### src/hdl/hkrb_pkg.sv
// Package for the HID boot keyboard report builder.
// Holds item kinds, register indexes, report constants and the stage structs.
// No dependencies.
package hkrb_pkg;

    localparam int MAX_SLOTS = 6;
    localparam int CFG_ADDR_W = 8;

    typedef enum logic [1:0] {
        KIND_SCAN_START = 2'd0,
        KIND_KEY        = 2'd1,
        KIND_SCAN_END   = 2'd2,
        KIND_TICK       = 2'd3
    } t_kind;

    localparam logic [CFG_ADDR_W-1:0] REG_IDLE_RATE     = 8'd0;
    localparam logic [CFG_ADDR_W-1:0] REG_MODIFIER_BASE = 8'd1;

    localparam logic [7:0] IDLE_RATE_RESET     = 8'd0;
    localparam logic [7:0] MODIFIER_BASE_RESET = 8'd223;

    localparam logic [7:0] ROLLOVER_CODE = 8'h01;
    localparam logic [7:0] FIRST_MOD_BIT = 8'h01;
    localparam logic [8:0] MOD_SPAN      = 9'd9;
    localparam logic [7:0] IDLE_LIMIT    = 8'd4;
    localparam logic [7:0] IDLE_STEP     = 8'd5;

    typedef struct packed {
        t_kind      kind;
        logic [7:0] key_code;
        logic       host_ready;
    } t_item;

    typedef struct packed {
        logic                          send;
        logic [7:0]                    modifier_bits;
        logic [MAX_SLOTS-1:0][7:0]     slots;
        logic                          rolled_over;
    } t_result;

endpackage

### src/hdl/hkrb_engine.sv
// Report state and per-item update logic of the report builder.
// Depends on hkrb_pkg.
module hkrb_engine import hkrb_pkg::*; #(
    parameter int KEY_SLOTS = 6
) (
    input  logic       i_clk,
    input  logic       i_rst_n,
    input  logic       i_fire,
    input  t_item      i_item,
    input  logic [7:0] i_idle_rate,
    input  logic [7:0] i_modifier_base,
    output t_result    o_result
);

    localparam int SLOT_W = $clog2(KEY_SLOTS + 1);

    logic [7:0]        r_mod,  n_mod;
    logic [7:0]        r_slot [KEY_SLOTS];
    logic [7:0]        n_slot [KEY_SLOTS];
    logic [SLOT_W-1:0] r_next_slot, n_next_slot;
    logic [7:0]        r_sent_mod, n_sent_mod;
    logic [7:0]        r_sent_slot [KEY_SLOTS];
    logic [7:0]        n_sent_slot [KEY_SLOTS];
    logic [7:0]        r_idle, n_idle;
    logic              r_overflow, n_overflow;

    logic       w_is_mod;
    logic [7:0] w_mod_off;
    logic       w_changed;
    logic       w_want;
    logic       w_send;
    logic       w_all_rollover;

    assign w_is_mod  = ({1'b0, i_item.key_code} > {1'b0, i_modifier_base}) &&
                       ({1'b0, i_item.key_code} < ({1'b0, i_modifier_base} + MOD_SPAN));
    assign w_mod_off = i_item.key_code - i_modifier_base - 8'd1;

    always_comb begin
        w_changed = (r_mod != r_sent_mod);
        w_all_rollover = 1'b1;
        for (int i = 0; i < KEY_SLOTS; i++) begin
            if (r_slot[i] != r_sent_slot[i]) begin
                w_changed = 1'b1;
            end
            if (r_slot[i] != ROLLOVER_CODE) begin
                w_all_rollover = 1'b0;
            end
        end
    end

    // Next report state for the item in the input stage.
    always_comb begin
        n_mod       = r_mod;
        n_slot      = r_slot;
        n_next_slot = r_next_slot;
        n_idle      = r_idle;
        n_overflow  = r_overflow;
        w_want      = 1'b0;
        unique case (i_item.kind)
            KIND_SCAN_START: begin
                n_mod       = '0;
                n_next_slot = '0;
                n_overflow  = 1'b0;
                for (int i = 0; i < KEY_SLOTS; i++) begin
                    n_slot[i] = '0;
                end
            end
            KIND_KEY: begin
                if (w_is_mod) begin
                    n_mod = r_mod | (FIRST_MOD_BIT << w_mod_off[2:0]);
                end else if (r_next_slot >= SLOT_W'(KEY_SLOTS)) begin
                    n_overflow = 1'b1;
                    for (int i = 0; i < KEY_SLOTS; i++) begin
                        n_slot[i] = ROLLOVER_CODE;
                    end
                end else begin
                    for (int i = 0; i < KEY_SLOTS; i++) begin
                        if (r_next_slot == SLOT_W'(i)) begin
                            n_slot[i] = i_item.key_code;
                        end
                    end
                    n_next_slot = r_next_slot + SLOT_W'(1);
                end
            end
            KIND_SCAN_END: begin
                w_want = (i_idle_rate == '0) ? w_changed : 1'b1;
            end
            KIND_TICK: begin
                if (i_idle_rate != '0) begin
                    if (r_idle > IDLE_LIMIT) begin
                        n_idle = r_idle - IDLE_STEP;
                    end else begin
                        w_want = 1'b1;
                        n_idle = i_idle_rate;
                    end
                end
            end
            default: begin
            end
        endcase
        w_send = w_want && i_item.host_ready;
    end

    always_comb begin
        n_sent_mod = w_send ? n_mod : r_sent_mod;
        for (int i = 0; i < KEY_SLOTS; i++) begin
            n_sent_slot[i] = w_send ? n_slot[i] : r_sent_slot[i];
        end
    end

    always_comb begin
        o_result.send          = w_send;
        o_result.modifier_bits = n_mod;
        o_result.rolled_over   = n_overflow;
        o_result.slots         = '0;
        for (int i = 0; i < KEY_SLOTS; i++) begin
            o_result.slots[i] = n_slot[i];
        end
    end

    always_ff @(posedge i_clk) begin
        if (!i_rst_n) begin
            r_mod       <= '0;
            r_next_slot <= '0;
            r_sent_mod  <= '0;
            r_idle      <= '0;
            r_overflow  <= 1'b0;
            for (int i = 0; i < KEY_SLOTS; i++) begin
                r_slot[i]      <= '0;
                r_sent_slot[i] <= '0;
            end
        end else if (i_fire) begin
            r_mod       <= n_mod;
            r_slot      <= n_slot;
            r_next_slot <= n_next_slot;
            r_sent_mod  <= n_sent_mod;
            r_sent_slot <= n_sent_slot;
            r_idle      <= n_idle;
            r_overflow  <= n_overflow;
        end
    end

`ifndef SYNTHESIS
    a_slot_bound: assert property (@(posedge i_clk) disable iff (!i_rst_n)
        r_next_slot <= SLOT_W'(KEY_SLOTS))
        else $error("next slot beyond key slots");

    a_send_ready: assert property (@(posedge i_clk) disable iff (!i_rst_n)
        o_result.send |-> i_item.host_ready)
        else $error("send without host ready");

    a_sent_matches: assert property (@(posedge i_clk) disable iff (!i_rst_n)
        (i_fire && o_result.send) |=> (r_sent_mod == r_mod && !w_changed))
        else $error("sent report differs from current report after send");

    a_overflow_fill: assert property (@(posedge i_clk) disable iff (!i_rst_n)
        r_overflow |-> w_all_rollover)
        else $error("overflow flag without rollover codes in slots");
`endif

endmodule

### config.mk
export PLATFORM = sky130hd
export DESIGN_NAME = hkrb_engine
export DESIGN_NICKNAME = d
export VERILOG_FILES = /design/src/hdl/hkrb_pkg.sv /design/src/hdl/hkrb_engine.sv
export SDC_FILE = /design/constraint.sdc
export NUM_CORES = 1
export LEC_CHECK = 0
export BUFFER_PORTS_ARGS = -buffer_cell sky130_fd_sc_hd__clkbuf_2
export CAP_MARGIN = 10
export CELL_PAD_IN_SITES_DETAIL_PLACEMENT = 0
export CELL_PAD_IN_SITES_GLOBAL_PLACEMENT = 1
export CORE_MARGIN = 8
export CORE_UTILIZATION = 48
export DETAILED_ROUTE_END_ITERATION = 16
export GPL_TIMING_DRIVEN = 1
export PLACE_DENSITY_LB_ADDON = 0.1
export SLEW_MARGIN = 20
export SYNTH_ARGS = -nofsm -noshare
export SYNTH_HDL_FRONTEND = slang
export SYNTH_SLANG_ARGS = --single-unit
### constraint.sdc
create_clock -name i_clk -period 4.8 [get_ports i_clk]
set_input_delay 0.72 -clock i_clk [delete_from_list [all_inputs] [get_ports i_clk]]
set_output_delay 0.72 -clock i_clk [all_outputs]
set_load 0.05 [all_outputs]
# Yosys cells after proc, flatten, opt, wreduce, memory -nomap -nowiden
# Index checks and enable logic that the tools add are counted.
# totals
elab_cells	83
output_inout_bits	58
in_bits	30
reg_bits	124
# classes
addsub	5
shift	1
n_reduce_logical	10
eq_ne	17
n_lt_le_gt_ge	4
bitwise	1
muxes	28
# ops
operator	count
two-way mux 48 bit	2
case mux 48 bit (2 select lines)	1
two-way mux 8 bit	8
!= test 8 bit	7
case mux 8 bit (2 select lines)	1
two-way mux 1 bit	11
adder 8 x 4 -> 9 bit, second input constant	1
less-than comparator 8 x 9 -> 1 bit	1
> comparator 8 x 3 -> 1 bit, second input constant	1
> comparator 8 bit	1
logical NOT 8 bit	1
OR 8 bit	1
nonzero test 8 bit	1
<< shifter 1 x 3 -> 8 bit, first input constant	1
subtractor 8 x 3 -> 8 bit, second input constant	1
== test 3 x 2 -> 1 bit, second input constant	2
== test 3 bit, second input constant	2
two-way mux 3 bit	2
case mux 3 bit (2 select lines)	1
== test 2 bit, second input constant	2
!= test 2 bit, second input constant	2
case mux 1 bit (2 select lines)	2
AND reduction 4 bit	1
adder 3 x 1 -> 3 bit, second input constant	1
other kinds (11)	12

# Depth between registers and ports, before layout
# logic_depth
depth_word	11
ltp_mapped	16
mapped_depth_nobuf	13

# Worst setup path after synthesis
# Ideal clock, no wire load.
# synth_path
path_type	input-to-output
from	input i_modifier_base[2]
to	output o_result[2] in the netlist's numbering
required_time_ns	4.080
path_stages	14
slack_ns	0.298
path_buffers	1
arrival_time_ns	3.782
cell_sequence	inv_1 nor3_1 o21ai_0 or3_1 xnor2_1 ha_1 o21ai_0 nor2_1 o211ai_1 and2_2 nand2_1 buf_2 a32oi_1 o21ai_0
# synth_rtl
item	line	text
start: declaration	hkrb_engine.sv:11	input logic [7:0] i_modifier_base,
end: declaration	hkrb_engine.sv:12	output t_result o_result

==> summary.txt <==
Area Overhead vs Synth: 19.7%
Syn Area/Cell: 8.57 um^2
Worst-path clk slew: 0.06 ns
Worst VDD drop: 0.000259 V
Tmin final: 4.54 ns
Cell Area, Synth: 6930 um^2
fillcell total: 1297
vias per cell: 6.09
final number of max-transition violations: 0
Worst Tran Pin Value: 0.991 ns
Routed wire per std cell: 20.9 um
maxcap violations: 0
Max-slew headroom: 0.337
Longest Clk Path Bufs: 2
root buffer cell: clkbuf_16
post-route ant nets: 0
synth unique cells: 61
register area share after synthesis: 0.358
via count: 6567
latest clock arrival within the worst-skew pair: 0.42 ns
vias in the first global route: 6246
Total GRT Usage: 0.245
Final TNS setup: 0 ns
Die Width: 136 um
hold path cells: 2
CP top delay family: simple AND/OR/NAND/NOR gates
crit path cell chain: clkbuf_2 -> inv_1 -> nor3_1 -> o21ai_0 -> or3_1 -> xnor2_1 -> ha_1 -> o21ai_0 -> nor2_1 -> o211ai_1 -> nand2_2 -> nor2_1 -> buf_4 -> o31a_1 -> a22o_1 -> buf_12
CP Launch Type: input pin
row cnt: 44
Crit Path Max Fanout: 11
initial antenna violation count: 0
CP arrival: 3.82 ns
Leakage: 0.00332 uW
WHS: 0.465 ns
Synthesized Nets: 863
DP HPWL: 15900 um
Finish-stage setup viols: 0
gpl congestion: 0.956
RSZ-0062 raised after global routing: no
first-pass GRT wire length: 34900 um
n_diodes: 0
post-route setup slack: 0.259 ns
most common cell after layout, fill and taps aside: dfxtp_1
pre-CTS WS: -0.0553 ns
layout cells sized above 1: 0.181
Buffers on Ports: 87
final wirelength: 22500 um
Initial Util: 0.484
status: finished, final reports clean
I/O Pins: 88
DRC: 0
Worst Reg-to-Reg Cells: 8
crit path capture type: output pin
Iter 0 DRT Violations: 488
PD cells: 328 nW/um^2
Crit-path slowest cell: o31a_1
total gr overflow: 0
most frequent cells in the layout: dfxtp_1 (124), nor2_1 (90), clkbuf_2 (73)
Sink Count: 124
largest net degree at the start of global routing: 60
Hold Path Class: reg2reg
CP bufs+invs: 4
CTS tree: built
Final Cycle Share: 0.946
DIE AREA: 18500 um^2
drt first pass iters: 5
most frequently used flop master after synthesis: dfxtp_1
f_max: 220 MHz
yosys warns: 0
clock buffer count from CTS: 17
Worst EP required: 4.08 ns
core footprint: 14300 um^2
Tot Pwr: 2720 uW
number of cells on the critical path: 16
CTS Hold Buffers Added: 0
Post-synth EDFFs: 0
H-tree depth: 4
Worst Skew: 0.00779 ns
final core occ: 0.579
FFs w/ async S/R, synth: 0
die height: 136 um
critical path class: in2out
Gate Count Post-Synth: 808
final hold vios: 0
max incr delay on CP: 0.37 ns
Final nets: 938
FF+latch count, synth: 124
[flip-flops by register name, indices dropped and copies added, names as in the netlist]
name / count
r_sent_slot: 48
r_slot: 48
r_idle: 8
r_mod: 8
r_sent_mod: 8
r_next_slot: 3
r_overflow: 1
[stage by stage]
| step | cells | cell area (um^2) |
|---|---|---|
| after detailed placement | 1048 | 7700 |
| after CTS | 1078 | 8280 |
| after global placement | 1048 | 7700 |
| after floorplan | 808 | 6930 |
| after global routing | 1078 | 8290 |
| final | 1078 | 8290 |
[path summary, 6_finish.rpt]
kind / start / endpoint / slack, ns
max: i_modifier_base[1] / o_result[31] / 0.26
min: r_overflow / r_overflow / 0.46
max reg2reg: r_next_slot[0] / r_slot[5] / 1.87
min reg2reg: r_overflow / r_overflow / 0.46
[layout make-up]
class / instances / area, um^2 / share of cell area
flip-flops and latches: 124 / 2480 / 0.300
repair buffers: 103 / 766 / 0.0924
multi-input cells: 607 / 4130 / 0.498
inverters: 30 / 113 / 0.0136
clock buffers: 23 / 478 / 0.0577
clock inverters: 7 / 90.1 / 0.0109
well taps: 184 / 230 / 0.0278
[metal layers]
metal | track usage | up-vias | part of all wire
met3 | 0.0503 | 42 | 0.073
met2 | 0.401 | 279 | 0.47
met1 | 0.310 | 3157 | 0.43
met5 | 0 | - | 0
li1 | - | 3089 | -
met4 | 0.0915 | 0 | 0.029
[cell usage after synthesis, types with 7 or more instances]
library cell  count  area (um^2)
a21oi_1          53          265
nand2_1          52          195
nand4_1          16          100
buf_2             8         40.0
o21ai_0          25          125
a31oi_1           9         56.3
mux2i_1          39          390
or3_1            10         62.6
inv_1            29          109
dfxtp_1         124         2480
a221oi_1          7         61.3
buf_4             8         60.1
nor4_1            8         50.1
a32o_1           14          140
nand3_1          16         80.1
ha_1             24          300
clkbuf_1         26         97.6
a22o_1           50          438
o21ai_1          12         60.1
xnor2_1          63          552
nor3_1           22          110
o22ai_1           8         50.1
and3_1            7         43.8
nor2_1           92          345
[repair_timing]
action,in CTS,in global routing
gates resized for setup,2,4
pin swaps,0,0
setup endpoints to repair,14,25
setup buffers,0,0
[worst min-delay path, stage by stage (launching register included)]
cell and delay [ns]:
dfxtp_1 0.32, a21oi_1 0.04, nor2_1 0.07
[logic make-up after synthesis]
| logic type | after synthesis | share of synthesized area |
|---|---|---|
| mux | 39 | 0.0564 |
| fa+ha+maj | 25 | 0.0462 |
| flops | 124 | 0.358 |
| buf+inv | 77 | 0.0486 |
| simple gates | 250 | 0.172 |
| xor+xnor | 64 | 0.0809 |
| compound gates | 229 | 0.237 |
[power breakdown]
part	internal [uW]	switching [uW]	total, uW
Combinational	124	288	412
Sequential	1040	15.5	1060
Clock	796	455	1250
Total	1960	758	2720
(Power assumes the default switching activity.)
